`config.mk`:
```
export PLATFORM = sky130hd
export DESIGN_NAME = pak_command_responder_crc8_core
export DESIGN_NICKNAME = d
export VERILOG_FILES = /design/src/design/pcr8_pkg.sv /design/src/design/pak_command_responder_crc8_core.sv /design/src/design/pcr8_front.sv /design/src/design/pcr8_queue.sv /design/src/design/pcr8_back.sv
export SDC_FILE = /design/constraint.sdc
export NUM_CORES = 1
export LEC_CHECK = 0
export BUFFER_PORTS_ARGS = -buffer_cell sky130_fd_sc_hd__buf_2
export CELL_PAD_IN_SITES_DETAIL_PLACEMENT = 0
export CELL_PAD_IN_SITES_GLOBAL_PLACEMENT = 1
export CORE_MARGIN = 1
export CORE_UTILIZATION = 51
export DETAILED_ROUTE_END_ITERATION = 6
export HOLD_SLACK_MARGIN = 0.05
export PLACE_DENSITY_LB_ADDON = 0.1
export RECOVER_POWER = 25
export SLEW_MARGIN = 10
export SYNTH_ARGS = -nofsm -noshare
export SYNTH_HDL_FRONTEND = slang
export SYNTH_SLANG_ARGS = --single-unit
```
`constraint.sdc`:
```
create_clock -name i_clk -period 4.45 [get_ports i_clk]
set_input_delay 0.89 -clock i_clk [delete_from_list [all_inputs] [get_ports i_clk]]
set_output_delay 0.89 -clock i_clk [all_outputs]
set_load 0.005 [all_outputs]
```
`src/design/pcr8_pkg.sv`:
```
`default_nettype none

package pcr8_pkg;

    localparam logic [7:0]  CRC_POLY    = 8'h85;
    localparam logic [7:0]  ADDR_MASK   = 8'hE0;
    localparam logic [15:0] FILL_LO     = 16'h8000;
    localparam logic [15:0] FILL_HI     = 16'h9000;
    localparam logic [15:0] RUMBLE_ADDR = 16'hC000;
    localparam logic [7:0]  FILL_SET    = 8'h80;
    localparam logic [7:0]  FILL_CLEAR  = 8'h00;
    localparam int          BLOCK_LEN   = 32;

    localparam logic [7:0]  CMD_READ    = 8'h02;
    localparam logic [7:0]  CMD_WRITE   = 8'h03;

    localparam logic [5:0]  IDX_FRAME      = 6'd0;
    localparam logic [5:0]  IDX_CMD        = 6'd2;
    localparam logic [5:0]  IDX_ADDR_HI    = 6'd3;
    localparam logic [5:0]  IDX_ADDR_LO    = 6'd4;
    localparam logic [5:0]  IDX_DATA_FIRST = 6'd5;
    localparam logic [5:0]  IDX_DATA_LAST  = 6'd36;
    localparam logic [5:0]  IDX_LIMIT      = 6'd38;

    localparam int          FILL_CW   = $clog2(BLOCK_LEN);
    localparam logic [FILL_CW-1:0] FILL_CNT_LAST = FILL_CW'(BLOCK_LEN - 1);

    typedef struct packed {
        logic [1:0] controller_id;
        logic [7:0] frame_byte;
        logic       frame_start;
    } t_item;

    typedef struct packed {
        logic [7:0] reply_byte;
        logic       reply_is_crc;
        logic       rumble_valid;
        logic       rumble_on;
        logic [1:0] rumble_port;
        logic       last;
    } t_result;

    typedef enum logic {
        TASK_READ,
        TASK_WRITE
    } t_task_kind;

    typedef struct packed {
        t_task_kind kind;
        logic [7:0] data;
        logic       rumble_valid;
        logic       rumble_on;
        logic [1:0] rumble_port;
    } t_task;

    typedef enum logic [1:0] {
        BK_IDLE,
        BK_FILL,
        BK_CRC
    } t_back_state;

    function automatic logic [7:0] crc8_update(input logic [7:0] crc, input logic [7:0] data);
        logic [7:0] c;
        c = crc ^ data;
        for (int i = 0; i < 8; i++) begin
            c = c[7] ? ((c << 1) ^ CRC_POLY) : (c << 1);
        end
        return c;
    endfunction

endpackage

`default_nettype wire

```
`src/design/pak_command_responder_crc8_core.sv`:
```
// Path: a write reply after the last data byte is taken, or a read reply's first fill byte
// after address byte 4, passes queue and output register; 33 bytes in a row unstalled.
// Throughput: one frame byte per cycle if the queue is not full; the back end emits one
// reply byte per cycle if not stalled; a read reply holds the queue; input stalls if full.
// Reset: synchronous, active low; clears frame state, queue and output valid.
`default_nettype none

module pak_command_responder_crc8_core #(
    parameter int QUEUE_DEPTH = 2
) (
    input  wire logic              i_clk,
    input  wire logic              i_rst_n,
    input  wire logic              i_in_valid,
    output logic                   o_in_stall,
    input  wire pcr8_pkg::t_item   i_item,
    output logic                   o_out_valid,
    input  wire logic              i_out_stall,
    output pcr8_pkg::t_result      o_result
);

    logic            push;
    logic            pop;
    logic            q_valid;
    logic            q_full;
    pcr8_pkg::t_task push_task;
    pcr8_pkg::t_task q_task;

    assign o_in_stall = q_full;

    pcr8_front u_front (
        .i_clk    (i_clk),
        .i_rst_n  (i_rst_n),
        .i_accept (i_in_valid && !q_full),
        .i_item   (i_item),
        .o_push   (push),
        .o_task   (push_task)
    );

    pcr8_queue #(
        .DEPTH (QUEUE_DEPTH)
    ) u_queue (
        .i_clk   (i_clk),
        .i_rst_n (i_rst_n),
        .i_push  (push),
        .i_task  (push_task),
        .i_pop   (pop),
        .o_valid (q_valid),
        .o_full  (q_full),
        .o_task  (q_task)
    );

    pcr8_back u_back (
        .i_clk       (i_clk),
        .i_rst_n     (i_rst_n),
        .i_q_valid   (q_valid),
        .i_q_task    (q_task),
        .o_pop       (pop),
        .o_out_valid (o_out_valid),
        .i_out_stall (i_out_stall),
        .o_result    (o_result)
    );

endmodule

`default_nettype wire

```
`src/design/pcr8_front.sv`:
```
`default_nettype none

module pcr8_front (
    input  wire logic           i_clk,
    input  wire logic           i_rst_n,
    input  wire logic           i_accept,
    input  wire pcr8_pkg::t_item i_item,
    output logic                o_push,
    output pcr8_pkg::t_task     o_task
);

    logic [5:0]  r_byte_count, n_byte_count;
    logic [7:0]  r_cmd, n_cmd;
    logic [15:0] r_addr, n_addr;
    logic [7:0]  r_crc, n_crc;
    logic [7:0]  r_first, n_first;
    logic [1:0]  r_port, n_port;

    logic [5:0]  idx;
    logic [7:0]  b;
    logic [15:0] addr_full;
    logic [7:0]  crc_next;
    logic        rumble_hit;

    assign idx       = i_item.frame_start ? pcr8_pkg::IDX_FRAME : r_byte_count;
    assign b         = i_item.frame_byte;
    assign addr_full = {r_addr[15:8], b & pcr8_pkg::ADDR_MASK};
    assign crc_next  = pcr8_pkg::crc8_update(r_crc, b);
    assign rumble_hit = (r_addr == pcr8_pkg::RUMBLE_ADDR);

    always_comb begin
        n_byte_count = r_byte_count;
        n_cmd        = r_cmd;
        n_addr       = r_addr;
        n_crc        = r_crc;
        n_first      = r_first;
        n_port       = r_port;
        o_push       = 1'b0;
        o_task       = '{kind: pcr8_pkg::TASK_WRITE, data: crc_next,
                         rumble_valid: rumble_hit,
                         rumble_on: rumble_hit && (r_first != 8'h00),
                         rumble_port: rumble_hit ? r_port : 2'd0};
        if (i_accept) begin
            if (i_item.frame_start) begin
                n_byte_count = pcr8_pkg::IDX_FRAME;
            end
            if (idx < pcr8_pkg::IDX_LIMIT) begin
                n_byte_count = idx + 6'd1;
                case (idx)
                    pcr8_pkg::IDX_FRAME: begin
                        n_port  = i_item.controller_id;
                        n_crc   = 8'h00;
                        n_first = 8'h00;
                    end
                    pcr8_pkg::IDX_CMD: begin
                        n_cmd = b;
                    end
                    pcr8_pkg::IDX_ADDR_HI: begin
                        n_addr = {b, 8'h00};
                    end
                    pcr8_pkg::IDX_ADDR_LO: begin
                        n_addr = addr_full;
                        if (r_cmd == pcr8_pkg::CMD_READ) begin
                            o_push = 1'b1;
                            o_task = '{kind: pcr8_pkg::TASK_READ,
                                       data: (addr_full inside {[pcr8_pkg::FILL_LO:
                                              pcr8_pkg::FILL_HI - 16'd1]}) ?
                                             pcr8_pkg::FILL_SET : pcr8_pkg::FILL_CLEAR,
                                       rumble_valid: 1'b0, rumble_on: 1'b0,
                                       rumble_port: 2'd0};
                        end
                    end
                    default: begin
                        if ((idx inside {[pcr8_pkg::IDX_DATA_FIRST:pcr8_pkg::IDX_DATA_LAST]}) &&
                            r_cmd == pcr8_pkg::CMD_WRITE) begin
                            if (idx == pcr8_pkg::IDX_DATA_FIRST) begin
                                n_first = b;
                            end
                            n_crc = crc_next;
                            if (idx == pcr8_pkg::IDX_DATA_LAST) begin
                                o_push = 1'b1;
                            end
                        end
                    end
                endcase
            end
        end
    end

    always_ff @(posedge i_clk) begin
        if (!i_rst_n) begin
            r_byte_count <= '0;
            r_cmd        <= '0;
            r_addr       <= '0;
            r_crc        <= '0;
            r_first      <= '0;
            r_port       <= '0;
        end else begin
            r_byte_count <= n_byte_count;
            r_cmd        <= n_cmd;
            r_addr       <= n_addr;
            r_crc        <= n_crc;
            r_first      <= n_first;
            r_port       <= n_port;
        end
    end

endmodule

`default_nettype wire

```
`src/design/pcr8_queue.sv`:
```
`default_nettype none

module pcr8_queue #(
    parameter int DEPTH = 2
) (
    input  wire logic            i_clk,
    input  wire logic            i_rst_n,
    input  wire logic            i_push,
    input  wire pcr8_pkg::t_task i_task,
    input  wire logic            i_pop,
    output logic                 o_valid,
    output logic                 o_full,
    output pcr8_pkg::t_task      o_task
);

    localparam int PW = $clog2(DEPTH);
    localparam int CW = $clog2(DEPTH + 1);

    pcr8_pkg::t_task r_mem [DEPTH];
    logic [PW-1:0] r_wr_ptr, n_wr_ptr;
    logic [PW-1:0] r_rd_ptr, n_rd_ptr;
    logic [CW-1:0] r_count, n_count;

    assign o_valid = (r_count != '0);
    assign o_full  = (r_count == CW'(DEPTH));
    assign o_task  = r_mem[r_rd_ptr];

    always_comb begin
        n_wr_ptr = r_wr_ptr;
        n_rd_ptr = r_rd_ptr;
        n_count  = r_count;
        if (i_push) begin
            n_wr_ptr = (r_wr_ptr == PW'(DEPTH - 1)) ? '0 : r_wr_ptr + 1'b1;
        end
        if (i_pop) begin
            n_rd_ptr = (r_rd_ptr == PW'(DEPTH - 1)) ? '0 : r_rd_ptr + 1'b1;
        end
        if (i_push && !i_pop) begin
            n_count = r_count + 1'b1;
        end else if (!i_push && i_pop) begin
            n_count = r_count - 1'b1;
        end
    end

    always_ff @(posedge i_clk) begin
        if (i_push) begin
            r_mem[r_wr_ptr] <= i_task;
        end
    end

    always_ff @(posedge i_clk) begin
        if (!i_rst_n) begin
            r_wr_ptr <= '0;
            r_rd_ptr <= '0;
            r_count  <= '0;
        end else begin
            r_wr_ptr <= n_wr_ptr;
            r_rd_ptr <= n_rd_ptr;
            r_count  <= n_count;
        end
    end

endmodule

`default_nettype wire

```
`src/design/pcr8_back.sv`:
```
`default_nettype none

module pcr8_back (
    input  wire logic            i_clk,
    input  wire logic            i_rst_n,
    input  wire logic            i_q_valid,
    input  wire pcr8_pkg::t_task i_q_task,
    output logic                 o_pop,
    output logic                 o_out_valid,
    input  wire logic            i_out_stall,
    output pcr8_pkg::t_result    o_result
);

    pcr8_pkg::t_back_state r_state, n_state;
    logic                  r_out_valid, n_out_valid;
    pcr8_pkg::t_result     r_out, n_out;
    logic [pcr8_pkg::FILL_CW-1:0] r_cnt, n_cnt;
    logic [7:0]            r_crc, n_crc;
    logic [7:0]            r_fill, n_fill;
    logic                  load_ok;

    assign load_ok     = !r_out_valid || !i_out_stall;
    assign o_out_valid = r_out_valid;
    assign o_result    = r_out;

    always_comb begin
        n_state = r_state;
        case (r_state)
            pcr8_pkg::BK_IDLE: begin
                if (load_ok && i_q_valid && i_q_task.kind == pcr8_pkg::TASK_READ) begin
                    n_state = pcr8_pkg::BK_FILL;
                end
            end
            pcr8_pkg::BK_FILL: begin
                if (load_ok && r_cnt == pcr8_pkg::FILL_CNT_LAST) begin
                    n_state = pcr8_pkg::BK_CRC;
                end
            end
            pcr8_pkg::BK_CRC: begin
                if (load_ok) begin
                    n_state = pcr8_pkg::BK_IDLE;
                end
            end
            default: n_state = pcr8_pkg::BK_IDLE;
        endcase
    end

    always_comb begin
        n_out_valid = r_out_valid && i_out_stall;
        n_out       = r_out;
        n_cnt       = r_cnt;
        n_crc       = r_crc;
        n_fill      = r_fill;
        o_pop       = 1'b0;
        case (r_state)
            pcr8_pkg::BK_IDLE: begin
                if (load_ok && i_q_valid) begin
                    o_pop       = 1'b1;
                    n_out_valid = 1'b1;
                    if (i_q_task.kind == pcr8_pkg::TASK_READ) begin
                        n_out  = '{reply_byte: i_q_task.data, reply_is_crc: 1'b0,
                                   rumble_valid: 1'b0, rumble_on: 1'b0,
                                   rumble_port: 2'd0, last: 1'b0};
                        n_fill = i_q_task.data;
                        n_crc  = pcr8_pkg::crc8_update(8'h00, i_q_task.data);
                        n_cnt  = pcr8_pkg::FILL_CW'(1);
                    end else begin
                        n_out = '{reply_byte: i_q_task.data, reply_is_crc: 1'b1,
                                  rumble_valid: i_q_task.rumble_valid,
                                  rumble_on: i_q_task.rumble_on,
                                  rumble_port: i_q_task.rumble_port, last: 1'b1};
                    end
                end
            end
            pcr8_pkg::BK_FILL: begin
                if (load_ok) begin
                    n_out_valid = 1'b1;
                    n_out = '{reply_byte: r_fill, reply_is_crc: 1'b0,
                              rumble_valid: 1'b0, rumble_on: 1'b0,
                              rumble_port: 2'd0, last: 1'b0};
                    n_crc = pcr8_pkg::crc8_update(r_crc, r_fill);
                    n_cnt = r_cnt + 1'b1;
                end
            end
            pcr8_pkg::BK_CRC: begin
                if (load_ok) begin
                    n_out_valid = 1'b1;
                    n_out = '{reply_byte: r_crc, reply_is_crc: 1'b1,
                              rumble_valid: 1'b0, rumble_on: 1'b0,
                              rumble_port: 2'd0, last: 1'b1};
                end
            end
            default: begin
                n_out_valid = r_out_valid && i_out_stall;
            end
        endcase
    end

    always_ff @(posedge i_clk) begin
        r_out  <= n_out;
        r_cnt  <= n_cnt;
        r_crc  <= n_crc;
        r_fill <= n_fill;
    end

    always_ff @(posedge i_clk) begin
        if (!i_rst_n) begin
            r_state     <= pcr8_pkg::BK_IDLE;
            r_out_valid <= 1'b0;
        end else begin
            r_state     <= n_state;
            r_out_valid <= n_out_valid;
        end
    end

endmodule

`default_nettype wire

```
### After elaboration in Yosys (flattened, before gate mapping)

Memory sizes are Yosys's and may differ from the RTL's. A register that Yosys moved wholly into a read port is not among the register bits.
Index checks and enable logic that the tools add are counted.

* add/subtract/negate cells: 6
* magnitude comparators: 5
* eq/ne operators: 18
* multiplexer cells: 74
* bitwise logic cells: 29
* reduce and logical (&&, ||, !) cells: 40

Operators by type and width (count)
* two-way mux 8 bit: 31
* inverter 3 bit: 24
* two-way mux 13 bit: 4
* case mux 8 bit (2 select lines): 3
* two-way mux 14 bit: 3
* case mux 14 bit (3 select lines): 1
* case mux 16 bit (2 select lines): 1
* two-way mux 6 bit: 3
* equality test 16 bit (second input constant): 1
* equality test 8 x 2 -> 1 bit (second input constant): 2
* >= comparator 16 bit (second input constant): 1
* less-or-equal comparator 16 bit (second input constant): 1
* AND reduction 4 bit: 4
* bitwise XOR 8 bit: 2
* two-way mux 1 bit: 15
* two-way mux 5 bit: 3
* AND reduction 3 bit: 5
* equality test 6 x 2 -> 1 bit (second input constant): 2
* equality test 6 x 3 -> 1 bit (second input constant): 2
* two-way mux 2 bit: 6
* nonzero test 2 bit: 6
* logical AND 1 bit: 11
* inequality test 2 x 1 -> 1 bit (second input constant): 5
* case mux 5 bit (2 select lines): 1
* 25 further kinds: 35

* flip-flop bits (word level): 90
* bits in writable memories: 26
* input bits: 15
* output and inout port bits: 16
* word-level logic and storage cells: 194
* memories kept: 1

Memories
* u_queue.r_mem: depth 2, bits a word 13, read ports 1, clocked after memory_dff 1, write ports 1, RTL line pcr8_queue.sv:19 `pcr8_pkg::t_task r_mem [DEPTH];`

### Logic depth before layout (Yosys ltp)

Gate-level depths: netlist of the first run.

* word-level depth: 21
* gate-level depth with buffers: 12
* mapped depth without buffers: 9

### By module

Synthesis of the first run repeated with hierarchy kept, for this count alone.

* cells, all modules: 501
* area, all modules: 5609.1 um^2

By module, submodules not included
* pcr8_front: times used 1, cells an instance 274, area each 2456.1 um^2, sequential area each 860.8 um^2
* pcr8_back: times used 1, cells an instance 164, area each 1985.7 um^2, sequential area each 1081.0 um^2
* pcr8_queue: times used 1, cells an instance 62, area each 1153.6 um^2, sequential area each 880.8 um^2
* pak_command_responder_crc8_core: times used 1, cells an instance 1, area each 13.8 um^2, sequential area each 0.0 um^2

### Worst setup path before layout of the first run

OpenSTA, ideal clock, no wires.

* path type: in2reg
* start point: input i_item[0] in the netlist's numbering
* end point: register u_front.r_crc[0]
* setup time: 0.128 ns
* arrival: 2.916 ns
* required time: 4.322 ns
* setup slack: 1.407 ns
* stages: 11
* path buffers: 3
* path through: clkbuf_1 -> clkbuf_1 -> nor2b_1 -> ha_1 -> nand2b_1 -> a2111oi_0 -> a2111oi_2 -> and2_4 -> buf_6 -> a22oi_1 -> nor2_1

* longest elaborated chain between the ends: 6
* elaborated cells between the ends (all ways): 15
* those cells by class: order compare: 3; eq/ne: 3; mux: 2; bitwise: 1; reduce/logical: 6

Ends and longest elaborated chain
* start, declared: RTL line pak_command_responder_crc8_core.sv:15 `input wire pcr8_pkg::t_item i_item,`
* two-way mux 6 bit (*)
* >= comparator 6 x 3 -> 1 bit or less-or-equal comparator 6 bit (tied branches): RTL line pcr8_front.sv:74 `if ((idx inside {[pcr8_pkg::IDX_DATA_FIRST:pcr8_pkg::IDX_DATA_LAST]}) &&`
* logical AND 1 bit (2 in a row): RTL line pcr8_front.sv:74
* nonzero test 2 bit (no source line)
* AND reduction 4 bit (no source line)
* end signal, assigned: RTL line pcr8_front.sv:102 `r_crc <= n_crc;`
* end, declared: RTL line pcr8_front.sv:15 `logic [7:0] r_crc, n_crc;`

Mark *: on every way between the ends. The rest lies on a longest branch, timed or not.
A chain may end at the register's enable or synchronous reset.

### Worst setup path after layout of the first run

* start point: input i_item[0] in the netlist's numbering
* end point: memory u_queue.r_mem[1][1] in the netlist's numbering, enable pin

* longest elaborated chain between the ends: 10
* elaborated cells between the ends (all ways): 19
* those cells by class: order compare: 3; eq/ne: 4; mux: 8; reduce/logical: 4

Ends and longest elaborated chain
* two-way mux 6 bit (*)
* >= comparator 6 x 3 -> 1 bit or less-or-equal comparator 6 bit (tied branches): RTL line pcr8_front.sv:74
* logical AND 1 bit (2 in a row): RTL line pcr8_front.sv:74
* two-way mux 1 bit: RTL line pcr8_front.sv:74
* case mux 1 bit (2 select lines): RTL line pcr8_front.sv:49 `case (idx)`
* two-way mux 1 bit (*): RTL line pcr8_front.sv:47 `if (idx < pcr8_pkg::IDX_LIMIT) begin`
* two-way mux 1 bit (*): RTL line pcr8_front.sv:43 `if (i_accept) begin`
* net push: RTL line pak_command_responder_crc8_core.sv:21 `logic push;`
* two-way mux 1 bit (*): RTL line pcr8_queue.sv:46 `if (i_push) begin`
* two-way mux 1 bit (implied by the code) (*): RTL line pcr8_queue.sv:47 `r_mem[r_wr_ptr] <= i_task;`
* end, declared: RTL line pcr8_queue.sv:19

The timed path passes the listed nets; every way through them passes the cells marked *.

==> results.md, run 1 <==
- Clock net sink count: 111
- Final HPWL from detailed placement: 7170 µm
- First-pass GRT wire length: 16,700 µm
- Worst-path maximum fanout: 18
- Initial antenna violation count: 0
- Worst hold path startpoint: u_front.r_crc[6]$_SDFFE_PN0P_
- Clock latency reported for the late side of the worst-skew pair: 0.37 ns
- Die Y: 106 µm
- Fillcell total: 919
- Number of clock buffers inserted by TritonCTS: 9
- Commonest register cell after synthesis: sky130_fd_sc_hd__edfxtp_1
- Full die area: 11,200 µm²
- Starting DRT DRC Count: 126
- Cts-stage hold buffer count: 0
- Clock share of power: 0.210
- Upper clock frequency limit: 318 MHz
- Aggregate routed wire length: 10,000 µm
- Setup repair after global routing missed its margin: no
- Category of the critical setup timing path: input pin to flip-flop
- Clock-pin slew on the worst setup and hold paths: 0.11 ns
- Min Tclk post-route: 3.14 ns
- Placer congestion estimate: 0.824
- Final-stage net count: 539
- Psw: 1.06 mW
- Worst hold endpoint: u_front.r_crc[6]$_SDFFE_PN0P_
- Post-synthesis mux area share: 0.0660
- Starting density of the core: 0.530
- Count of inserted antenna diode cells: 0
- Nature of the critical path endpoint: flip-flop
- Outcome: complete, no violations
- Cell with the largest stage delay on the worst path: sky130_fd_sc_hd__and2_1
- Number of enable flip-flop cells after synthesis: 60
- Vias in the first global route: 3,345
- Cell type group with the largest total delay on the critical path: buffers and inverters
- Count of vias placed by the detailed router: 3,482
- Synth-to-layout area growth: 7.71%
- Summed negative setup slack over all endpoints: 0 ns
- Clock skew: 0.00623 ns
- Port Buf Inserts: 30
- Post-Synth XOR/XNOR Area: 0.124
- Dominant combinational cell family by area after synthesis: simple AND/OR/NAND/NOR gates
- Critical path buffers and inverters: 2
- Cell repeated most along the worst path: sky130_fd_sc_hd__clkbuf_1
- Total setup violations reported at the end of the flow: 0
- Actual transition at the worst max-transition pin: 1.01 ns
- Path class of the lowest-slack min-delay path: flip-flop to flip-flop
- Flip-flop and latch count after synthesis: 111
- ANT nets after route: 0
- Worst path required time: 4.46 ns
- Pre-CTS worst setup slack: 1.45 ns
- Buffers inserted during post-CTS setup optimization: 0
- Seq pwr share: 0.446
- Share of layout cells above drive strength 1: 0.129
- Most frequent standard cell in the layout excluding fill and tap cells: sky130_fd_sc_hd__nor2_1
- Worst r2r src: u_front.r_byte_count[3]$_SDFFE_PN0P_
- Switching Fraction: 0.328
- Post-synthesis share of cell area spent on and, or, nand and nor gates: 0.129
- Remaining design rule violation count: 0
- CTS tree: yes
- Slew margin rel.: 0.325
- Depth of the CTS H-tree: 3
- Total of max-cap violations: 0
- Synthesized net count: 519
- CP Cell Sequence: clkbuf_1 -> nor2b_1 -> a211oi_2 -> clkbuf_1 -> nand3_2 -> a21oi_4 -> and2_1
- Number of placed I/O pins: 31
- Largest net degree at the start of global routing: 52
- Yosys synthesis warning count: 0
- Combinational group share of total power: 0.344
- Setup slack of the most critical reg-to-reg path: 1.76 ns
- Placeable core area: 10,400 µm²
- CP startpoint kind: input pin
- Adder-cell share of the synthesized area: 0.0227
- First-pass iteration count of the detailed router: 4
- Deepest clock path buffer count: 2
- Part of the Yosys area used for sequential elements: 0.513
- Synthesized instance count: 494
- GRT Util Overall: 0.192
- Proportion of synthesized flip-flops having asynchronous set or reset: 0
- Hold path depth: 2
- Int Pwr: 2.17 mW
- Total power consumption of the routed design: 3.23 mW
- Number of cells upsized or downsized after cts: 0
- Root buffer cell: sky130_fd_sc_hd__clkbuf_8
- Capture instance of the worst register-to-register path: u_queue.r_mem[1][1]$_DFFE_PP_
- PnR worst setup slack: 1.31 ns
- CP Data Arrival Time: 3.16 ns
- Pwr/cell area: 544 nW/µm²
- Leakage dissipation: 2.12 nW
- Maximum ir drop on the vdd rail: 480 µV
- Die extent in x: 106 µm
- Post-synthesis compound-gate area fraction: 0.114
- Count of endpoints failing hold in the final timing report: 0
- Grt ovf: 0
- Number of slew-limit violations in the final report: 0
- Final worst path period share: 0.707
- Worst Reg2Reg Path Length in Cells: 6
- Distinct cells, synth: 59
- Number of vias per cell after detailed routing: 5.32
- Post-Synthesis Cell Area: 5500 µm²
- Highest-count cells in the layout ignoring fill and taps: sky130_fd_sc_hd__nor2_1 (77), sky130_fd_sc_hd__edfxtp_1 (60), sky130_fd_sc_hd__dfxtp_1 (51)
- Slowest Stage Delay on Critical Path: 0.53 ns
- Per-instance average area after synthesis: 11.1 µm²
- Row Count: 37
- Routed length per placed instance: 15.3 µm
==> metrics by stage <==
| stage | instance area, µm² | hold WS (ns) | util | cells |
|---|---|---|---|---|
| detailed placement | 5700 | 0.466 | 0.550 | 639 |
| floorplan | 5500 | 0.452 | - | 494 |
| CTS | 5930 | 0.485 | 0.572 | 655 |
| global placement | 5700 | 0.464 | 0.550 | 639 |
| global route | 5920 | 0.515 | 0.571 | 655 |
| finish | 5920 | 0.483 | 0.571 | 655 |
==> flip-flops by register name (all words and copies together) (netlist names), 5 cells and up, named ones only <==
name,flops
u_queue.r_mem,26
u_back.o_result,13
u_front.r_addr,11
u_back.r_crc,8
u_back.r_fill,8
u_front.r_cmd,8
u_front.r_crc,8
u_front.r_first,8
u_front.r_byte_count,6
u_back.r_cnt,5
==> final cells by class <==
class,instances,area (µm²),area share
repair buffers,34,173,0.0291
clock inverters,7,104,0.0175
inverters,8,30.0,0.00507
well taps,136,170,0.0287
clock buffers,9,124,0.0209
multi-input cells,350,2500,0.422
flip-flops and latches,111,2820,0.476
==> cells by family (layout without fill, tap and decap cells) <==
kind of cell               count (synthesis)  in the layout
and+or+nand+nor                          143            143
adders and majority gates                 10             10
muxes                                     35             35
AOI/OAI and AO/OA                         90             90
DFF                                      111            111
xor gates and xnor gates                  72             72
buffers and inverters                     33             58
==> Yosys cell counts, drive strengths merged, types with 2 or more instances <==
| cell | instances | area (µm²) |
|---|---|---|
| dfxtp | 51 | 1020 |
| nand3 | 3 | 25.0 |
| nand2 | 14 | 52.6 |
| nor3 | 2 | 10.0 |
| ha | 10 | 125 |
| and3 | 4 | 35.0 |
| o21ai | 15 | 82.6 |
| a22oi | 25 | 188 |
| edfxtp | 60 | 1800 |
| mux2i | 25 | 250 |
| a2111oi | 2 | 23.8 |
| nand4 | 4 | 25.0 |
| clkbuf | 14 | 52.6 |
| nand2b | 7 | 43.8 |
| o22ai | 2 | 12.5 |
| and2 | 11 | 71.3 |
| a21oi | 24 | 139 |
| a211oi | 10 | 85.1 |
| buf | 11 | 93.8 |
| nor2 | 77 | 289 |
| mux2 | 10 | 113 |
| o21a | 2 | 15.0 |
| inv | 7 | 26.3 |
| a31oi | 2 | 12.5 |
| xnor2 | 49 | 437 |
| o211ai | 2 | 15.0 |
| nor2b | 7 | 43.8 |
| xnor3 | 3 | 67.6 |
| nor4 | 6 | 43.8 |
| and3b | 2 | 17.5 |
| xor2 | 20 | 175 |
==> how the worst max path moves through the flow <==
stage / startpoint / to / slack (ns) / cells after the start
CTS: u_back.r_state[1]$_SDFFE_PN0P_ / u_back.r_crc[4]$_DFFE_PP_ / 1.80 / 5
floorplan: i_item[0] / u_front.r_crc[0]$_SDFFE_PN0P_ / 1.41 / 11
detailed placement: i_item[0] / u_queue.r_mem[1][0]$_DFFE_PP_ / 1.45 / 7
global placement: i_item[0] / u_front.r_crc[7]$_SDFFE_PN0P_ / 1.52 / 9
global route: i_item[0] / u_queue.r_mem[1][12]$_DFFE_PP_ / 1.12 / 7
finish: i_item[0] / u_queue.r_mem[1][1]$_DFFE_PP_ / 1.31 / 7
==> layer usage <==
| layer | wire length, µm | global-route usage | up-vias |
|---|---|---|---|
| met5 | 0 | 0 | - |
| met4 | 66 | 0.0615 | 0 |
| li1 | - | - | 1791 |
| met3 | 208 | 0.0334 | 4 |
| met2 | 4850 | 0.315 | 34 |
| met1 | 4910 | 0.259 | 1653 |
==> power by group through the flow <==
stage,logic [mW],registers [mW],clock network [mW]
floorplan,0.898,1.44,0
global placement,1.12,1.46,0
detailed placement,1.12,1.47,0
CTS,1.13,1.44,0.692
global route,1.24,1.46,0.728
finish,1.11,1.44,0.677
==> worst register-to-register path, stage by stage (launching register included) <==
cell and delay, ns:
sky130_fd_sc_hd__dfxtp_1 0.44, sky130_fd_sc_hd__a211o_1 0.38, sky130_fd_sc_hd__a211oi_2 0.22, sky130_fd_sc_hd__clkbuf_1 0.42
sky130_fd_sc_hd__nand3_2 0.16, sky130_fd_sc_hd__a21oi_4 0.19, sky130_fd_sc_hd__and2_1 0.53
Note: power is estimated with default switching activity, not from simulation.
==> run 2, diff against run 1 <==
--- a/config.mk
+++ b/config.mk
@@ -9,7 +9,7 @@
 export CELL_PAD_IN_SITES_DETAIL_PLACEMENT = 0
 export CELL_PAD_IN_SITES_GLOBAL_PLACEMENT = 1
 export CORE_MARGIN = 1
-export CORE_UTILIZATION = 51
+export CORE_UTILIZATION = 49
 export DETAILED_ROUTE_END_ITERATION = 6
 export HOLD_SLACK_MARGIN = 0.05
 export PLACE_DENSITY_LB_ADDON = 0.1
==> constraint.sdc (replaced) <==
create_clock -name i_clk -period 3.3 [get_ports i_clk]
set_input_delay 0.66 -clock i_clk [delete_from_list [all_inputs] [get_ports i_clk]]
set_output_delay 0.66 -clock i_clk [all_outputs]
set_load 0.005 [all_outputs]
==> run 2 against run 1 <==
  * Largest power group unchanged
  * Die area is 4.0% higher
  * Sequential share of layout area up 0.20 points
  * Critical endpoint is now u_back.r_crc[7]$_DFFE_PP_
  * Critical path depth fell by 3
  * Non-clock buffer count rose by 3
==> results.md, run 2 (synthesis gave the netlist of run 1 again) <==
- Depth of the CTS H-tree: 3
- Placeable core area: 10,900 µm²
- Flip-flop count of the largest register after layout: 26
- Maximum ir drop on the vdd rail: 876 µV
- Setup repair after global routing missed its margin: no
- CTS tree: yes
- Number of slew-limit violations in the final report: 0
- Die Y: 108 µm
- Deepest clock path buffer count: 2
- Clock skew: 0.0132 ns
- Summed negative setup slack over all endpoints: 0 ns
- PnR worst setup slack: 0.554 ns
- Root buffer cell: sky130_fd_sc_hd__clkbuf_8
- Number of placed I/O pins: 31
- Number of vias per cell after detailed routing: 5.29
- Cts-stage hold buffer count: 0
- First-pass iteration count of the detailed router: 4
- Final worst path period share: 0.832
- Synth-to-layout area growth: 7.26%
- Row Count: 38
- Final HPWL from detailed placement: 7510 µm
- Leakage dissipation: 2.11 nW
- Category of the critical setup timing path: flip-flop to flip-flop
- Remaining design rule violation count: 0
- Pwr/cell area: 725 nW/µm²
- Full die area: 11,700 µm²
- Starting density of the core: 0.505
- Total setup violations reported at the end of the flow: 0
- Port Buf Inserts: 30
- Path class of the lowest-slack min-delay path: flip-flop to flip-flop
- Worst path required time: 3.30 ns
- Nature of the critical path endpoint: flip-flop
- Slew margin rel.: 0.201
- Starting DRT DRC Count: 132
- Clock net sink count: 111
- Routed length per placed instance: 15.6 µm
- Vias in the first global route: 3,413
- Upper clock frequency limit: 364 MHz
- Count of vias placed by the detailed router: 3,504
- Clock-pin slew on the worst setup and hold paths: 0.11 ns
- Count of inserted antenna diode cells: 0
- Largest net degree at the start of global routing: 30
- Clock latency reported for the late side of the worst-skew pair: 0.37 ns
- Worst-path maximum fanout: 22
- Outcome: complete, no violations
- CP startpoint kind: flip-flop
- Min Tclk post-route: 2.75 ns
- Number of clock buffers inserted by TritonCTS: 9
- ANT nets after route: 0
- Placer congestion estimate: 0.797
- Fillcell total: 968
- Total of max-cap violations: 0
- Final-stage net count: 542
- Largest reg by FF count: u_queue.r_mem
- Actual transition at the worst max-transition pin: 1.20 ns
- GRT Util Overall: 0.190
- Highest-count cells in the layout ignoring fill and taps: sky130_fd_sc_hd__nor2_1 (77), sky130_fd_sc_hd__edfxtp_1 (60), sky130_fd_sc_hd__dfxtp_1 (51)
- Die extent in x: 108 µm
- Initial antenna violation count: 0
- Grt ovf: 0
- Pre-CTS worst setup slack: 0.503 ns
- Aggregate routed wire length: 10,300 µm
- Most frequent standard cell in the layout excluding fill and tap cells: sky130_fd_sc_hd__nor2_1
- Buffers inserted during post-CTS setup optimization: 0
- Count of endpoints failing hold in the final timing report: 0
- CP Data Arrival Time: 2.74 ns
- Share of layout cells above drive strength 1: 0.119
- Number of cells upsized or downsized after cts: 0
- First-pass GRT wire length: 17,000 µm
-- run 2: cell count changes in the layout (fill, tap and decap cells not counted), sizes merged --
| cell | delta |
|---|---|
| buf | -3 |
| bufinv | -2 |
| clkbuf | +9 |
| clkinv | +1 |
| clkinvlp | -2 |
-- run 2: worst paths after layout --
path | slack (ns) | startpoint | to | cells after the start
worst max-delay path | 0.55 | flip-flop | u_back.r_crc[7]$_DFFE_PP_ | 4
worst min-delay path | 0.49 | u_front.r_port[1]$_SDFFE_PN0P_ | u_front.r_port[1]$_SDFFE_PN0P_ | 2
worst max register to register | 0.55 | flip-flop | u_back.r_crc[7]$_DFFE_PP_ | 4
worst min register to register | 0.49 | u_front.r_port[1]$_SDFFE_PN0P_ | u_front.r_port[1]$_SDFFE_PN0P_ | 2
-- run 2: per-layer routing --
metal | vias to the layer above | track usage | wire [µm]
li1 | 1798 | - | -
met1 | 1651 | 0.238 | 4810
met2 | 46 | 0.329 | 5150
met3 | 9 | 0.0356 | 250
met4 | 0 | 0.0607 | 136
met5 | - | 0 | 0
-- run 2: report_power, final --
part	internal (mW)	leakage [nW]	switching, mW	total [mW]
sequential	1.79	0.978	0.125	1.92
combinational	0.694	1.03	0.887	1.58
clock	0.326	0.0964	0.455	0.780
total	2.81	2.11	1.47	4.28
-- run 2: critical path: stages (launching register included) --
cell and delay [ns]:
sky130_fd_sc_hd__dfxtp_1 0.32, sky130_fd_sc_hd__clkbuf_1 0.85, sky130_fd_sc_hd__mux2_1 0.49, sky130_fd_sc_hd__o22ai_1 0.14
sky130_fd_sc_hd__and2_1 0.57
-- run 2: per-stage QoR --
step	hold WS, ns	instance area [µm²]	utilization	power, mW	std cells
floorplan	0.452	5500	-	3.15	494
global placement	0.472	5730	0.526	3.52	646
detailed placement	0.472	5730	0.526	3.55	646
CTS	0.498	5920	0.543	4.34	662
global route	0.516	5900	0.542	4.55	662
finish	0.492	5900	0.542	4.28	662
-- run 2: final cells by class --
cell class,instances,area (µm²),share of cell area
multi-input cells,350,2500,0.424
clock inverters,4,28.8,0.00488
flip-flops and latches,111,2820,0.478
clock buffers,12,156,0.0265
repair buffers,37,185,0.0314
well taps,140,175,0.0297
inverters,8,30.0,0.00509
